## config.mk

```make
export PLATFORM = sky130hd
export DESIGN_NAME = scslp_lane
export DESIGN_NICKNAME = d
export VERILOG_FILES = /design/src/scslp_pkg.sv /design/src/scslp_div.sv /design/src/scslp_lane.sv
export SDC_FILE = /design/constraint.sdc
export NUM_CORES = 2
export LEC_CHECK = 0
export ABC_AREA = 1
export ABC_CLOCK_PERIOD_IN_PS = 12400
export BUFFER_PORTS_ARGS = -buffer_cell sky130_fd_sc_hd__buf_4
export CORE_ASPECT_RATIO = 0.75
export CORE_UTILIZATION = 40
export CTS_CLUSTER_SIZE = 20
export DETAILED_ROUTE_END_ITERATION = 12
export GPL_ROUTABILITY_DRIVEN = 0
export SLEW_MARGIN = 25
export SYNTH_ARGS = -nofsm -noshare
export SYNTH_HDL_FRONTEND = slang
export SYNTH_SLANG_ARGS = --single-unit
```

## constraint.sdc

```tcl
create_clock -name clk -period 12.4 [get_ports clk]
set_input_delay 1.86 -clock clk [delete_from_list [all_inputs] [get_ports clk]]
set_output_delay 1.86 -clock clk [all_outputs]
set_load 0.05 [all_outputs]
```

## src/scslp_pkg.sv

```systemverilog
package scslp_pkg;

  localparam int SAMPLE_BITS = 24;
  localparam int FRAC        = SAMPLE_BITS - 1;
  localparam int EXTRA       = 3;
  localparam int Z_W         = SAMPLE_BITS + 4;
  localparam int X_W         = SAMPLE_BITS + 5;
  localparam int S1_W        = SAMPLE_BITS + 1;
  localparam int DEN_W       = X_W;
  localparam int Q_W         = SAMPLE_BITS;
  localparam int NUM_W       = 2 * SAMPLE_BITS - 1;
  localparam int CNT_W       = $clog2(Q_W + 1);
  localparam int A_W         = Z_W + 1;
  localparam int B_W         = 18;
  localparam int PROD_W      = A_W + B_W;
  localparam int GAIN_SH     = 11;
  localparam int MIX_SH      = 16;
  localparam int OUT_SH      = 12 + EXTRA;

  localparam longint unsigned ONE_L = 64'd1 << FRAC;

  localparam int CFG_IDX_W  = 3;
  localparam int CFG_DATA_W = 17;
  localparam logic [16:0] UNITY = 17'h10000;

  typedef enum logic [CFG_IDX_W-1:0] {
    REG_PRE_GAIN  = 3'd0,
    REG_GRIT_MIX  = 3'd1,
    REG_WET_MIX   = 3'd2,
    REG_LPF_ALPHA = 3'd3,
    REG_OUT_GAIN  = 3'd4
  } cfg_idx_e;

  typedef logic signed [SAMPLE_BITS-1:0] sample_t;
  typedef logic signed [PROD_W-1:0]      prod_t;

  typedef struct packed {
    logic [15:0] pre_gain;
    logic [16:0] grit_mix;
    logic [16:0] wet_mix;
    logic [16:0] lpf_alpha;
    logic [14:0] out_gain;
  } cfg_t;

  typedef struct packed {
    logic idle;
    logic done;
  } lane_stat_t;

  function automatic logic [16:0] sat_weight(logic [16:0] v);
    return (v > UNITY) ? UNITY : v;
  endfunction

  // Rounds to nearest with ties towards plus infinity.
  function automatic prod_t rnd_shift(prod_t t, int unsigned s);
    prod_t half;
    half = PROD_W'(1) << (s - 1);
    return (t + half) >>> s;
  endfunction

endpackage

```

## src/scslp_div.sv

```systemverilog
module scslp_div import scslp_pkg::*; (
  input  logic             clk,
  input  logic             rst,
  input  logic             start,
  input  logic [DEN_W-1:0] den_in,
  output logic             done,
  output logic [Q_W-1:0]   quo
);

  logic             running;
  logic [CNT_W-1:0] cnt;
  logic [DEN_W-1:0] den;
  logic [DEN_W-1:0] rem;
  logic [Q_W-1:0]   nlo;
  logic [NUM_W-1:0] num;
  logic [DEN_W:0]   rem2;
  logic [DEN_W:0]   diff;
  logic             ge;

  assign num  = (NUM_W'(1) << (2 * FRAC)) + NUM_W'(den_in >> 1);
  assign rem2 = {rem, nlo[Q_W-1]};
  assign diff = rem2 - {1'b0, den};
  assign ge   = (rem2 >= {1'b0, den});

  always_ff @(posedge clk) begin
    if (rst) begin
      running <= 1'b0;
      done    <= 1'b0;
      cnt     <= '0;
    end else begin
      done <= 1'b0;
      if (start) begin
        running <= 1'b1;
        cnt     <= CNT_W'(Q_W);
      end else if (running) begin
        cnt <= cnt - CNT_W'(1);
        if (cnt == CNT_W'(1)) begin
          running <= 1'b0;
          done    <= 1'b1;
        end
      end
    end
  end

  always_ff @(posedge clk) begin
    if (start) begin
      den <= den_in;
      rem <= DEN_W'(num[NUM_W-1:Q_W]);
      nlo <= num[Q_W-1:0];
    end else if (running) begin
      rem <= ge ? diff[DEN_W-1:0] : rem2[DEN_W-1:0];
      nlo <= nlo << 1;
      quo <= {quo[Q_W-2:0], ge};
    end
  end

endmodule

```

## src/scslp_lane.sv

```systemverilog
module scslp_lane import scslp_pkg::*; (
  input  logic       clk,
  input  logic       rst,
  input  logic       start,
  input  logic       take,
  input  sample_t    dry_in,
  input  cfg_t       cfg,
  output lane_stat_t stat,
  output sample_t    res
);

  typedef enum logic [12:0] {
    L_IDLE     = 13'b0000000000001,
    L_GAIN_MUL = 13'b0000000000010,
    L_GAIN_RND = 13'b0000000000100,
    L_DIV      = 13'b0000000001000,
    L_GRIT_MUL = 13'b0000000010000,
    L_GRIT_ADD = 13'b0000000100000,
    L_WET_MUL  = 13'b0000001000000,
    L_WET_ADD  = 13'b0000010000000,
    L_LPF_MUL  = 13'b0000100000000,
    L_LPF_ADD  = 13'b0001000000000,
    L_OUT_MUL  = 13'b0010000000000,
    L_OUT_SAT  = 13'b0100000000000,
    L_DONE     = 13'b1000000000000
  } lane_state_t;

  localparam logic signed [X_W-1:0]   H_MAX  = X_W'(ONE_L);
  localparam logic signed [X_W-1:0]   H_MIN  = -H_MAX;
  localparam logic signed [Z_W+1:0]   ZS_MAX = {3'b000, {(Z_W-1){1'b1}}};
  localparam logic signed [Z_W+1:0]   ZS_MIN = {3'b111, {(Z_W-1){1'b0}}};
  localparam logic signed [PROD_W-1:0] O_MAX =
    {{(PROD_W-SAMPLE_BITS+1){1'b0}}, {(SAMPLE_BITS-1){1'b1}}};
  localparam logic signed [PROD_W-1:0] O_MIN =
    {{(PROD_W-SAMPLE_BITS+1){1'b1}}, {(SAMPLE_BITS-1){1'b0}}};

  lane_state_t state, state_next;

  sample_t                 dry;
  prod_t                   prod;
  logic                    xneg;
  logic signed [S1_W-1:0]  hard;
  logic signed [S1_W-1:0]  soft_val;
  logic signed [S1_W-1:0]  clipped;
  logic signed [S1_W-1:0]  y;
  logic signed [Z_W-1:0]   z;

  logic signed [A_W-1:0]   mul_a;
  logic [16:0]             mul_b;
  prod_t                   r_gain;
  prod_t                   r_mix;
  prod_t                   r_out;
  logic signed [X_W-1:0]   x_w;
  logic [X_W-1:0]          mag;
  logic [DEN_W-1:0]        den;
  logic signed [S1_W-1:0]  softm;
  logic signed [Z_W-1:0]   yz;
  logic signed [Z_W+1:0]   zsum;
  logic                    div_done;
  logic [Q_W-1:0]          div_quo;
  logic                    div_start;

  assign r_gain    = rnd_shift(prod, GAIN_SH);
  assign r_mix     = rnd_shift(prod, MIX_SH);
  assign r_out     = rnd_shift(prod, OUT_SH);
  assign x_w       = r_gain[X_W-1:0];
  assign mag       = x_w[X_W-1] ? $unsigned(-x_w) : $unsigned(x_w);
  assign den       = DEN_W'(ONE_L) + mag;
  assign softm     = S1_W'(ONE_L) - $signed({1'b0, div_quo});
  assign yz        = Z_W'(y) <<< EXTRA;
  assign zsum      = (Z_W+2)'(z) + r_mix[Z_W+1:0];
  assign div_start = (state == L_GAIN_RND);

  scslp_div u_div (
    .clk    (clk),
    .rst    (rst),
    .start  (div_start),
    .den_in (den),
    .done   (div_done),
    .quo    (div_quo)
  );

  always_comb begin
    mul_a = A_W'(dry);
    mul_b = {1'b0, cfg.pre_gain};
    case (state)
      L_GRIT_MUL: begin
        mul_a = A_W'(hard) - A_W'(soft_val);
        mul_b = cfg.grit_mix;
      end
      L_WET_MUL: begin
        mul_a = A_W'(clipped) - A_W'(dry);
        mul_b = cfg.wet_mix;
      end
      L_LPF_MUL: begin
        mul_a = A_W'(yz) - A_W'(z);
        mul_b = cfg.lpf_alpha;
      end
      L_OUT_MUL: begin
        mul_a = A_W'(z);
        mul_b = {2'b00, cfg.out_gain};
      end
      default: begin
        mul_a = A_W'(dry);
        mul_b = {1'b0, cfg.pre_gain};
      end
    endcase
  end

  always_comb begin
    state_next = state;
    case (state)
      L_IDLE:     if (start) state_next = L_GAIN_MUL;
      L_GAIN_MUL: state_next = L_GAIN_RND;
      L_GAIN_RND: state_next = L_DIV;
      L_DIV:      if (div_done) state_next = L_GRIT_MUL;
      L_GRIT_MUL: state_next = L_GRIT_ADD;
      L_GRIT_ADD: state_next = L_WET_MUL;
      L_WET_MUL:  state_next = L_WET_ADD;
      L_WET_ADD:  state_next = L_LPF_MUL;
      L_LPF_MUL:  state_next = L_LPF_ADD;
      L_LPF_ADD:  state_next = L_OUT_MUL;
      L_OUT_MUL:  state_next = L_OUT_SAT;
      L_OUT_SAT:  state_next = L_DONE;
      L_DONE:     if (take) state_next = L_IDLE;
      default:    state_next = L_IDLE;
    endcase
  end

  always_ff @(posedge clk) begin
    if (rst) begin
      state <= L_IDLE;
      z     <= '0;
    end else begin
      state <= state_next;
      if (state == L_LPF_ADD) begin
        if (zsum > ZS_MAX) begin
          z <= ZS_MAX[Z_W-1:0];
        end else if (zsum < ZS_MIN) begin
          z <= ZS_MIN[Z_W-1:0];
        end else begin
          z <= zsum[Z_W-1:0];
        end
      end
    end
  end

  always_ff @(posedge clk) begin
    case (state)
      L_IDLE: begin
        if (start) dry <= dry_in;
      end
      L_GAIN_MUL, L_GRIT_MUL, L_WET_MUL, L_LPF_MUL, L_OUT_MUL: begin
        prod <= mul_a * $signed({1'b0, mul_b});
      end
      L_GAIN_RND: begin
        xneg <= x_w[X_W-1];
        if (x_w > H_MAX) begin
          hard <= H_MAX[S1_W-1:0];
        end else if (x_w < H_MIN) begin
          hard <= H_MIN[S1_W-1:0];
        end else begin
          hard <= x_w[S1_W-1:0];
        end
      end
      L_DIV: begin
        if (div_done) soft_val <= xneg ? -softm : softm;
      end
      L_GRIT_ADD: begin
        clipped <= soft_val + r_mix[S1_W-1:0];
      end
      L_WET_ADD: begin
        y <= S1_W'(dry) + r_mix[S1_W-1:0];
      end
      L_OUT_SAT: begin
        if (r_out > O_MAX) begin
          res <= O_MAX[SAMPLE_BITS-1:0];
        end else if (r_out < O_MIN) begin
          res <= O_MIN[SAMPLE_BITS-1:0];
        end else begin
          res <= r_out[SAMPLE_BITS-1:0];
        end
      end
      default: begin
      end
    endcase
  end

  assign stat.idle = (state == L_IDLE);
  assign stat.done = (state == L_DONE);

endmodule

```

==> results.sh <==
export IMPL_outcome="finished, final reports clean"
export IMPL_via_per_inst=5.55
export IMPL_syn_to_final_growth_pct=8.54
export IMPL_synth_top_area_share=0.214
export IMPL_worstPathRequired_ns=12.71
export IMPL_finalSetupTns_ns=0
export IMPL_grt_pass1_vias=38000
export IMPL_placed_area_um2=47600
export IMPL_synth_area_leaders="fa_1, edfxtp_1, inv_1"
export IMPL_cts_setup_buffers=0
export IMPL_start_util=0.403
export IMPL_fin_skew_ns=0.0163
export IMPL_worstSetupPathType="register to register"
export IMPL_rsz0062_at_grt="no"
export IMPL_grt_max_degree=77
export IMPL_seqCellArea_um2=9670
export IMPL_yosysMostFrequentCell="inv_1"
export IMPL_synthXorXnorAreaFrac=0.0499
export IMPL_ys_flop_type="edfxtp_1"
export IMPL_ys_types=65
export IMPL_ios=136
export IMPL_postRouteAntennaNets=0
export IMPL_htree_num_levels=2
export IMPL_synth_compound_area_frac=0.107
export IMPL_routed_wl_um=160000
export IMPL_post_route_period_util=0.853
export IMPL_core_area_um2=111000
export IMPL_synth_commonest_cells="inv_1, nand2_1, nor2_1"
export IMPL_async_reset_ff_frac=0
export IMPL_finalInstanceArea_um2=48700
export IMPL_slew_viol_final=0
export IMPL_grt_pass1_wl_um=239000
export IMPL_max_freq_mhz=94.5
export IMPL_grt_antenna_before_repair=5
export IMPL_synth_cells=5748
export IMPL_io_buffer_count=135
export IMPL_fin_util=0.438
export IMPL_row_count=106
export IMPL_arrival_ns=10.89
export IMPL_synth_seq_cells=340
export IMPL_wl_per_cell_um=21.7
export IMPL_ys_warnings_count=0
export IMPL_cts_root_buffer="clkbuf_16"
export IMPL_path_clk_slew_ns=0.07
export IMPL_fin_nets=6744
export IMPL_clk_latency_ns=0.58
export IMPL_firstDrtPassIters=9
export IMPL_clk_path_buf_depth=3
export IMPL_synth_top_family_by_area="adder cells"
export IMPL_cts_tree="done"
export IMPL_setup_viol=0
export IMPL_holdWs_ns=0.467
export IMPL_min_path_type="register to register"
export IMPL_maxCapViolations=0
export IMPL_synth_area_leader_cell="fa_1"
export IMPL_clock_sinks=340
export IMPL_drive_gt1_frac=0.0777
export IMPL_dieArea_um2=114000
export IMPL_synthAdderAreaFrac=0.297
export IMPL_seq_area_frac_synth=0.215
export IMPL_chipHeight_um=292
export IMPL_fillers=11300
export IMPL_cts_hold_buf=0
export IMPL_vias=40800
export IMPL_multiInputGateArea_um2=30500
export IMPL_die_w_um=389
export IMPL_synth_avg_cell_area_um2=7.81
export IMPL_synth_area_um2=44900
export IMPL_place_hpwl_um=133000
export IMPL_overflow=0
export IMPL_synth_area_mux_share=0
export IMPL_hold_viol_final=0
export IMPL_drc=0
export IMPL_cp_max_fo=41
export IMPL_synth_simple_gate_area_share=0.223
export IMPL_gr_usage_all_layers=0.277
export IMPL_synth_edf_count=286
export IMPL_end_kind="register"
export IMPL_fin_crit_ns=10.58
export IMPL_maxSlewHeadroom=0.253
export IMPL_r2r_cells=27
export IMPL_drtIter0Drc=5340
export IMPL_cts_resized_gates=0
export IMPL_numCtsBuffers=36
export IMPL_tightest_slew_ns=1.12
export IMPL_min_path_cells=0
export IMPL_synthesis_nets=6637
export IMPL_worstSetupStartpointType="register"
-- logic make-up (layout without fill, tap and decap cells) --
logic type | Yosys count | count (layout)
simple gates | 2311 | 2311
fa+ha+maj | 779 | 779
buf+inv | 1233 | 1367
other cells | 0 | 5
compound gates | 833 | 833
xor+xnor | 252 | 252
flops | 340 | 340
-- flip-flops by register name, summed over array words and instances, names as in the netlist, 25 cells and up --
| register | count |
|---|---|
| y | 25 |
| z | 28 |
| clipped | 25 |
| soft_val | 25 |
| u_div.rem | 29 |
| u_div.den | 29 |
| hard | 25 |
| prod | 37 |
-- final cells by class --
class	instances	share of cell area
clock inverters	22	0.00441
diodes	5	0.000257
clock buffers	43	0.0192
repair buffers	185	0.0285
multi-input cells	4175	0.626
inverters	1117	0.0861
flip-flops and latches	340	0.198
well taps	1458	0.0374
-- through the flow --
step           cells  setup WS [ns]
3_5_place_dp    7275           2.11
3_3_place_gp    7275           2.34
4_1_cts         7340           2.06
5_1_grt         7340           1.33
6_report        7345           1.82
2_1_floorplan   5748           4.53
-- critical path, stage by stage (launching register included) --
cell and delay (ns):
dfxtp_1 0.32, inv_1 0.07, nand2_1 0.14, nor3_4 0.29, nand2_1 0.43, inv_2 0.70
nor3_4 0.11, inv_2 0.63, nor2_1 0.44, inv_1 0.82, nand2_1 0.56, nor2_1 0.28
fa_1 0.47, inv_1 0.09, fa_1 0.46, fa_1 0.54, fa_1 0.53, fa_1 0.53
fa_1 0.59, inv_1 0.07, ha_1 0.46, nand2_1 0.16, nor2_1 0.31, inv_1 0.13
nor4_1 0.55, nand4_1 0.15, o211ai_1 0.31, xor2_1 0.11
-- final timing paths --
check	endpoint	slack [ns]	from
worst max register to register	prod[39]$_DFFE_PP_	1.82	state[10]$_SDFFE_PP0P_
worst max-delay path	prod[39]$_DFFE_PP_	1.82	state[10]$_SDFFE_PP0P_
worst min-delay path	u_div.quo[2]$_DFFE_PP_	0.47	u_div.quo[1]$_DFFE_PP_
worst min register to register	u_div.quo[2]$_DFFE_PP_	0.47	u_div.quo[1]$_DFFE_PP_
-- cells in the final DEF, fill, tap and decap left out, types with 185 or more instances in the layout --
master    count
inv_1      1086
nor2_1      591
buf_4       185
ha_1        299
edfxtp_1    286
a21oi_1     348
nand2_1    1051
o21ai_0     251
nand3_1     316
fa_1        480
-- routing by layer --
metal  track usage  part of all wire  vias up
met5             0           0.00026        -
met4        0.0549             0.023        6
met3        0.0887              0.14      249
met2         0.369              0.38     2343
met1         0.430              0.46    19600
li1              -                 -    18600
Power is left out: the tool's default activity adds up to more than one toggle a clock period on the data nets, which glitch-free logic cannot reach.
